**config.mk**
```make
export PLATFORM = sky130hd
export DESIGN_NAME = tbpe_pixel_queue
export DESIGN_NICKNAME = d
export VERILOG_FILES = /design/src/sv/assert_macros.svh /design/src/sv/tbpe_pkg.sv /design/src/sv/tbpe_pixel_queue.sv
export SDC_FILE = /design/constraint.sdc
export NUM_CORES = 1
export LEC_CHECK = 0
export BUFFER_PORTS_ARGS = -buffer_cell sky130_fd_sc_hd__buf_2
export CORE_MARGIN = 3
export CORE_UTILIZATION = 50
export CTS_CLUSTER_DIAMETER = 40
export DETAILED_ROUTE_END_ITERATION = 16
export GPL_ROUTABILITY_DRIVEN = 0
export GPL_TIMING_DRIVEN = 0
export PLACE_DENSITY = 0.68
export SKIP_LAST_GASP = 1
export SLEW_MARGIN = 25
export SYNTH_ARGS = -nofsm -noshare
export SYNTH_HDL_FRONTEND = slang
export SYNTH_SLANG_ARGS = --single-unit
```
**constraint.sdc**
```tcl
create_clock -name clk_i -period 7.4 [get_ports clk_i]
set_input_delay 1.48 -clock clk_i [delete_from_list [all_inputs] [get_ports clk_i]]
set_output_delay 1.48 -clock clk_i [all_outputs]
set_load 0.02 [all_outputs]
```
**src/sv/assert_macros.svh**
```systemverilog
// Assertion macros shared by the tile background pixel engine.
// Used by the top level; expects clk_i and rst_ni in scope.
`ifndef ASSERT_MACROS_SVH
`define ASSERT_MACROS_SVH

// Check a property on every rising clock edge outside reset.
`define TBPE_ASSERT(label, prop, msg) \
  label: assert property (@(posedge clk_i) disable iff (!rst_ni) (prop)) else $error(msg);

// Check an implication from a condition to a consequence at the following clock edge.
`define TBPE_ASSERT_NEXT(label, cond, cons, msg) \
  label: assert property (@(posedge clk_i) disable iff (!rst_ni) (cond) |=> (cons)) \
    else $error(msg);

`endif

```
**src/sv/tbpe_pkg.sv**
```systemverilog
// Package for the tile background pixel engine: constants, codes and types.
// No dependencies; used by every module of the block.
`timescale 1ns / 1ps
package tbpe_pkg;

  localparam int LINE_DOTS    = 456;
  localparam int SCREEN_WIDTH = 160;
  localparam int QUEUE_DEPTH  = 16;
  localparam int SCAN_DOTS    = 80;
  localparam int LAST_VISIBLE = 143;
  localparam int LAST_LINE    = 153;

  localparam int VRAM_AW = 13;
  localparam int VRAM_DEPTH = 1 << VRAM_AW;
  localparam int QCNT_W = $clog2(QUEUE_DEPTH + 1);
  localparam int QIDX_W = $clog2(QUEUE_DEPTH);
  localparam int TILE_PIX = 8;

  localparam logic [VRAM_AW-1:0] MAP_LOW_BASE  = 13'h1800;
  localparam logic [VRAM_AW-1:0] MAP_HIGH_BASE = 13'h1C00;
  localparam logic [VRAM_AW-1:0] SIGNED_BASE   = 13'h0800;

  localparam int IN_DATA_W  = 24;
  localparam int OUT_DATA_W = 24;

  typedef enum logic [1:0] {
    MODE_HBLANK = 2'd0,
    MODE_VBLANK = 2'd1,
    MODE_SCAN   = 2'd2,
    MODE_XFER   = 2'd3
  } mode_e;

  typedef enum logic [1:0] {
    PH_TILE  = 2'd0,
    PH_LOW   = 2'd1,
    PH_HIGH  = 2'd2,
    PH_SLEEP = 2'd3
  } phase_e;

  typedef enum logic [2:0] {
    REG_LCDC  = 3'd0,
    REG_SCX   = 3'd1,
    REG_SCY   = 3'd2,
    REG_WX    = 3'd3,
    REG_WY    = 3'd4,
    REG_LYC   = 3'd5,
    REG_STAT  = 3'd6,
    REG_NONE  = 3'd7
  } reg_e;

  localparam logic CMD_TICK  = 1'b0;
  localparam logic CMD_WRITE = 1'b1;

  typedef struct packed {
    logic we;
    logic re;
    logic snoop;
  } vram_ctl_t;

  typedef struct packed {
    logic clear;
    logic push;
    logic pop;
  } queue_ctl_t;

endpackage

```
**src/sv/tbpe_pixel_queue.sv**
```systemverilog
// Pixel queue of the tile background pixel engine: eight-pixel push, one-pixel pop.
// Push lands before pop in the same transaction. Depends on tbpe_pkg.
`timescale 1ns / 1ps
module tbpe_pixel_queue (
  input  logic                            clk_i,
  input  logic                            rst_ni,
  input  tbpe_pkg::queue_ctl_t            ctl_i,
  input  logic [2*tbpe_pkg::TILE_PIX-1:0] push_px_i,
  output logic [1:0]                      head_o,
  output logic                            avail_o,
  output logic [tbpe_pkg::QCNT_W-1:0]     count_o
);

  logic [1:0]                  q_q [tbpe_pkg::QUEUE_DEPTH];
  logic [1:0]                  q_d [tbpe_pkg::QUEUE_DEPTH];
  logic [1:0]                  pushed [tbpe_pkg::QUEUE_DEPTH];
  logic [tbpe_pkg::QCNT_W-1:0] cnt_q, cnt_d, cnt_push;
  logic [tbpe_pkg::QCNT_W:0]   cnt_sum;

  always_comb begin
    for (int i = 0; i < tbpe_pkg::QUEUE_DEPTH; i++) begin
      pushed[i] = q_q[i];
      if (ctl_i.push && (i >= int'(cnt_q)) && (i - int'(cnt_q) < tbpe_pkg::TILE_PIX)) begin
        pushed[i] = push_px_i[2*(i - int'(cnt_q)) +: 2];
      end
    end
    cnt_sum = {1'b0, cnt_q} + (tbpe_pkg::QCNT_W+1)'(tbpe_pkg::TILE_PIX);
    if (!ctl_i.push) begin
      cnt_push = cnt_q;
    end else if (cnt_sum > (tbpe_pkg::QCNT_W+1)'(tbpe_pkg::QUEUE_DEPTH)) begin
      cnt_push = tbpe_pkg::QCNT_W'(tbpe_pkg::QUEUE_DEPTH);
    end else begin
      cnt_push = cnt_sum[tbpe_pkg::QCNT_W-1:0];
    end
    for (int i = 0; i < tbpe_pkg::QUEUE_DEPTH; i++) begin
      if (ctl_i.pop && (i < tbpe_pkg::QUEUE_DEPTH - 1)) begin
        q_d[i] = pushed[i+1];
      end else begin
        q_d[i] = pushed[i];
      end
    end
    if (ctl_i.clear) begin
      cnt_d = '0;
    end else if (ctl_i.pop && (cnt_push != '0)) begin
      cnt_d = cnt_push - 1'b1;
    end else begin
      cnt_d = cnt_push;
    end
  end

  always_ff @(posedge clk_i) begin
    for (int i = 0; i < tbpe_pkg::QUEUE_DEPTH; i++) begin
      q_q[i] <= q_d[i];
    end
  end

  always_ff @(posedge clk_i or negedge rst_ni) begin
    if (!rst_ni) begin
      cnt_q <= '0;
    end else begin
      cnt_q <= cnt_d;
    end
  end

  assign head_o  = pushed[0];
  assign avail_o = (cnt_push != '0);
  assign count_o = cnt_q;

endmodule

```
==> results of run 1 <==
[through the flow]
stage / setup slack (ns) / cells / util (%) / cell area, um^2
after global placement: 2.73 / 507 / 55.8 / 3810
after CTS: 2.32 / 514 / 57.0 / 3890
after detailed placement: 2.64 / 507 / 55.8 / 3810
after floorplan: 3.18 / 383 / - / 3550
after global routing: 2.14 / 514 / 57.0 / 3890
final: 2.34 / 514 / 57.0 / 3890
[state kept, by name, summed over array words and instances (netlist names)]
name     flops
q_q         32
count_o      5
[area by class of cell]
cell class | instances | area [um^2]
clock inverters | 1 | 8.76
multi-input cells | 304 | 2590
clock buffers | 6 | 72.6
fillers | 623 | 2940
flip-flops and latches | 37 | 766
plain buffers | 26 | 139
inverters | 16 | 60.1
repair buffers | 28 | 140
well taps | 96 | 120
[cells by family after synthesis]
group           after synthesis  share of synthesized area, %
compound gates               95                          18.0
flops                        37                          21.6
xor+xnor                     17                          4.40
mux                          65                          27.7
fa+ha+maj                    21                          7.40
buf+inv                      42                          5.60
simple gates                106                          15.3
[per-layer routing]
layer,global-route usage (%),wire length (um)
met2,41.6,4800
met3,6.25,881
met5,0,0
met4,9.82,335
met1,35.0,4330
[where the power goes]
part	total (W)	internal (W)	switching, W
clock	0.000135	0.0000652	0.0000702
combinational	0.00143	0.000609	0.000816
sequential	0.000344	0.000290	0.0000538
total	0.00190	0.000965	0.000940
[worst max-delay path by stage]
stage,depth (start not counted),end,slack (ns),startpoint
after floorplan,9,head_o[1],3.18,count_o[1]
after global placement,8,avail_o,2.73,ctl_i[1]
after detailed placement,10,head_o[1],2.64,count_o[1]
after CTS,10,head_o[1],2.32,count_o[1]
after global routing,10,head_o[1],2.14,count_o[1]
final,10,head_o[1],2.34,count_o[1]
[placed cells by master (no fill, tap or decap), types with 2 or more instances in the layout]
| master | count |
|---|---|
| buf_2 | 35 |
| nor3_1 | 11 |
| a22o_1 | 4 |
| and2_1 | 5 |
| o32ai_1 | 2 |
| clkbuf_1 | 14 |
| xor2_1 | 3 |
| a22oi_1 | 8 |
| nor4_1 | 4 |
| mux4_2 | 18 |
| inv_1 | 15 |
| or3_1 | 4 |
| dfrtp_1 | 5 |
| a221oi_1 | 3 |
| o21a_1 | 8 |
| o21ai_0 | 22 |
| nand2_1 | 27 |
| o211ai_1 | 3 |
| a31o_2 | 2 |
| clkbuf_8 | 6 |
| mux4_1 | 6 |
| a21o_1 | 5 |
| nand3_1 | 10 |
| xnor2_1 | 13 |
| a31oi_1 | 5 |
| mux2i_1 | 33 |
| nand2b_1 | 7 |
| nor2_1 | 17 |
| a21oi_1 | 20 |
| a221o_1 | 2 |
| buf_4 | 4 |
| ha_1 | 21 |
| dfxtp_1 | 32 |
| or2_2 | 2 |
| nor2b_1 | 12 |
| mux2_2 | 8 |
| a32oi_1 | 4 |
==> out/qor.txt, run 1 <==
Critical path launch point type - flip-flop
# port buffers - 28
RSZ-0062 raised after global routing - false
FF-to-FF End - count_o[3]
CP cell instances - buf_2 > inv_1 > ha_1 > buf_4 > xor2_1 > mux4_2 > mux2_2 > a22o_1 > buf_4 > buf_2
CP Capture Type - output port
Overflow after GRT - 0
Post-synth EDFFs - 0
Initial DRC Count - 366
Worst hold path type - flip-flop to flip-flop
Max Buffers Root-to-Sink - 2
Die width - 90.3 um
Max frequency - 198 MHz
Leak - 1.62 nW
Drt via density - 6.53
Count of final hold-check violations - 0
Post-CTS Hold Buffers - 0
Die Height - 90.3 um
Crit Path Class - flip-flop to output port
Yosys Warn Count - 0
Delay of the slowest critical-path stage - 0.60 ns
Min-delay src - q_q[1][14]
Cells taking the most area after synthesis - dfxtp_1 18%, mux4_2 11%, mux2i_1 9.3%
Most common library cells after synthesis - 33 x mux2i_1, 32 x dfxtp_1, 27 x nand2_1
WHS Endpoint - q_q[1][14]
Layout net count - 460
Post-route DRC - 0
Synth top area share - 18.0%
Flop-to-flop setup slack - 3.96 ns
Final ANT Viol Nets - 0
Worst hold slack - 0.490 ns
Worst path bufs/invs - 5
Layout area overhead - 9.62%
#FFs+latches synth - 37
Gr usage total - 26.3%
Die area - 8150 um^2
I/O Pins - 29
Share of post-route cells with drive strength above 1 - 19.4%
Post-CTS repair timing setup buffer count - 0
Htree depth - 2
Mapped Cells - 383
Placement Rows - 30
Largest area contributor in the netlist - dfxtp_1
# clock sinks - 37
Slew headroom - 54.9%
Pwr Total - 0.00190 W
First-pass GRT wire length - 16900 um
Final period util - 68.4%
Via count - 3356
Pin count of the biggest net entering global routing - 17
Synthesized Nets - 425
Most numerous cell in the Yosys netlist - mux2i_1
Crit-path slowest cell - dfrtp_1
Top delay family on crit path - buffers and inverters
Root Buffer - clkbuf_8
WL/cell - 20.1 um
Worst path arrival time - 3.58 ns
Final setup viols - 0
Synthesized cell area - 3550 um^2
R2R depth - 14
Worst-Skew Late Latency - 0.29 ns
Sequential cell area fraction in the yosys report - 21.6%
Clk_skew - 0.00693 ns
Reg2reg start - count_o[4]
Clk slew on worst S/H paths - 0.07 ns
Fin Setup TNS - 0 ns
Min Tclk post-route - 5.06 ns
CTS tree - yes
WP data required - 5.92 ns
Antenna Cells - 0
Syn_area_per_cell - 9.27 um^2
Worst Tran Pin Value - 0.676 ns
Hold path depth - 1
Max-cap violation count - 0
Vias in the first global route - 3210
Drt first pass iters - 6
Initial Util - 52.0%
Main synth FF type - dfxtp_1
Peak supply drop - 0.263 mV
Status - complete, no violations
Cells resized by post-CTS repair - 0
P per Cell Area - 489 nW/um^2
Max FO, Critical Path - 10
Cts bufs inserted - 5
Dpl hpwl - 7960 um
Drt total wl - 10400 um
Final Slew Violations - 0
Asr flop ratio synth - 13.5%
Post-synthesis cell type count - 54
Core area - 6830 um^2
Antenna violations before repair - 0
Note: power is estimated with default switching activity, not from simulation.
==> inputs of run 2 (changes only) <==
- ABC_AREA: default -> 1
- PLACE_DENSITY: 0.68 -> 0.69
- clock period: 7.4 -> 4.93 ns (I/O delays scaled with it)
==> out/qor.txt, run 2 <==
Max frequency - 250 MHz
Peak supply drop - 0.214 mV
Syn_area_per_cell - 5.56 um^2
Main synth FF type - dfxtp_1
Max layer used - met4
WL met1 - 4720 um
Layout net count - 715
Leak - 2.22 nW
Cts bufs inserted - 5
Worst-Skew Late Latency - 0.31 ns
Length of routed met3 wiring - 887 um
Clk slew on worst S/H paths - 0.08 ns
Final Slew Violations - 0
Vias in the first global route - 3903
Final instance area - 3940 um^2
Pwr Total - 0.00181 W
Max reg flops - 32
Die area - 8140 um^2
Die width - 90.2 um
Worst hold path type - flip-flop to flip-flop
Die Height - 90.2 um
Most common library cells after synthesis - 306 x nand2_1, 125 x nand3_1, 43 x inv_1
Post-CTS repair timing setup buffer count - 0
Gate power share - 56.3%
Setup ws final - 0.933 ns
Most common cell after layout, fill and taps aside - nand2_1
Share of post-route cells with drive strength above 1 - 10.7%
Gr usage total - 28.2%
Final std cells w/o fill - 770
Post-synthesis cell type count - 34
#FFs+latches synth - 37
CTS tree - yes
Pin count of the biggest net entering global routing - 17
Post-DP Area - 3800 um^2
Synth top area share - 32.4%
Max-cap violation count - 0
Layout area overhead - 11.1%
Fin Setup TNS - 0 ns
Initial Util - 51.9%
Synthesized cell area - 3540 um^2
Clk_skew - 0.0110 ns
Overflow after GRT - 0
Switch Pwr - 0.000869 W
Final setup viols - 0
Final ANT Viol Nets - 0
I/O Pins - 29
Post-CTS Hold Buffers - 0
Cells resized by post-CTS repair - 0
Most numerous cell in the Yosys netlist - nand2_1
Sequential power share - 26.4%
P per Cell Area - 460 nW/um^2
WP data required - 3.94 ns
Cells taking the most area after synthesis - nand2_1 32%, dfxtp_1 18%, nand3_1 18%
Placement Rows - 30
Initial DRC Count - 394
Switch share - 47.9%
Worst path arrival time - 3.01 ns
Post-synth EDFFs - 0
Status - complete, no violations
Via count - 4226
RSZ-0062 raised after global routing - false
Crit Path Class - flip-flop to output port
Synthesized Nets - 680
Antenna Cells - 0
WL/cell - 14.6 um
Count of final hold-check violations - 0
Post-route DRC - 0
Htree depth - 2
Dpl cells - 762
Final period util - 81.1%
Root Buffer - clkbuf_8
Asr flop ratio synth - 13.5%
Clk pwr share - 17.3%
Core area - 6830 um^2
Yosys Warn Count - 0
Dpl ws - 1.33 ns
Min Tclk post-route - 4.00 ns
First-pass GRT wire length - 18700 um
Commonest cells after routing, fill and taps aside - 306 x nand2_1, 125 x nand3_1, 43 x inv_1
CP Capture Type - output port
Drt first pass iters - 5
Met2 WL - 5130 um
Sequential cell area fraction in the yosys report - 21.6%
Flop-to-flop setup slack - 2.10 ns
Mapped Cells - 638
Critical path launch point type - flip-flop
Max FO, Critical Path - 12
Largest area contributor in the netlist - nand2_1
Drt total wl - 11200 um
# port buffers - 28
Reg with most FFs - q_q
Worst Tran Pin Value - 0.599 ns
Antenna violations before repair - 0
# clock sinks - 37
Internal power - 0.000944 W
Max Buffers Root-to-Sink - 2
Slew headroom - 60.1%
Drt via density - 5.49
Dpl hpwl - 8870 um
[run 2: cell count changes after synthesis, sizes merged, moves of 9 or more]
| cell | delta |
|---|---|
| nand3 | +116 |
| xnor2 | -13 |
| mux2i | -33 |
| inv | +36 |
| nor2b | -12 |
| clkbuf | -9 |
| nand2 | +282 |
| nor3 | -9 |
| mux4 | -24 |
[run 2: critical path: stages (launching register included)]
cell and delay (ns):
dfrtp_1 0.64, inv_1 0.26, buf_2 0.26, ha_1 0.21
clkbuf_2 0.19, nand2_1 0.09, inv_1 0.04, ha_1 0.31
nor2_1 0.05, o21ai_0 0.23, nand2_1 0.08, nand2_1 0.09
buf_4 0.10, buf_2 0.14
[run 2: kinds of logic (layout without fill, tap and decap cells)]
kind of cell / count (synthesis) / after routing / share of synthesized area (%)
compound gates: 38 / 38 / 5.93
xor+xnor: 4 / 4 / 1.20
fa+ha+maj: 21 / 21 / 7.41
buf+inv: 74 / 110 / 9.07
flops: 37 / 37 / 21.6
simple gates: 464 / 464 / 54.8
[run 2: area by class of cell]
cell class,count,area [um^2]
buffer,22,124
clock buffer,6,93.8
clock inverter,2,38.8
fill,745,2890
inverter,52,198
multi-input combinational,527,2460
sequential,37,766
tap,96,120
timing repair buffer,28,140
[run 2: through the flow]
step                      hold slack [ns]  utilization (%)
final                               0.459             57.6
after global routing                0.483             57.6
after CTS                           0.462             57.6
after detailed placement            0.442             55.7
after global placement              0.447             55.7
after floorplan                     0.422                -
[run 2: path summary, 6_finish.rpt]
check / startpoint / end / depth (start not counted)
hold / removal: q_q[1][15] / q_q[1][15] / 2
hold reg to reg: q_q[1][15] / q_q[1][15] / 2
setup / recovery: count_o[1] / head_o[1] / 13
max in group asynchronous: rst_ni / count_o[0] / 1
min in group asynchronous: rst_ni / count_o[2] / 1
setup reg to reg: count_o[1] / count_o[3] / 15
[run 2: power groups by stage]
stage	logic, W	registers, W	clock network, W
2_1_floorplan	0.000750	0.000476	0
3_3_place_gp	0.000983	0.000482	0
3_5_place_dp	0.000999	0.000484	0
4_1_cts	0.00100	0.000478	0.000317
5_1_grt	0.00116	0.000489	0.000327
6_report	0.00102	0.000479	0.000314
[run 2: routing by layer]
layer	track usage [%]	up-vias
li1	-	2104
met1	36.1	1881
met2	46.5	197
met3	4.52	44
met4	13.0	0
met5	0	-
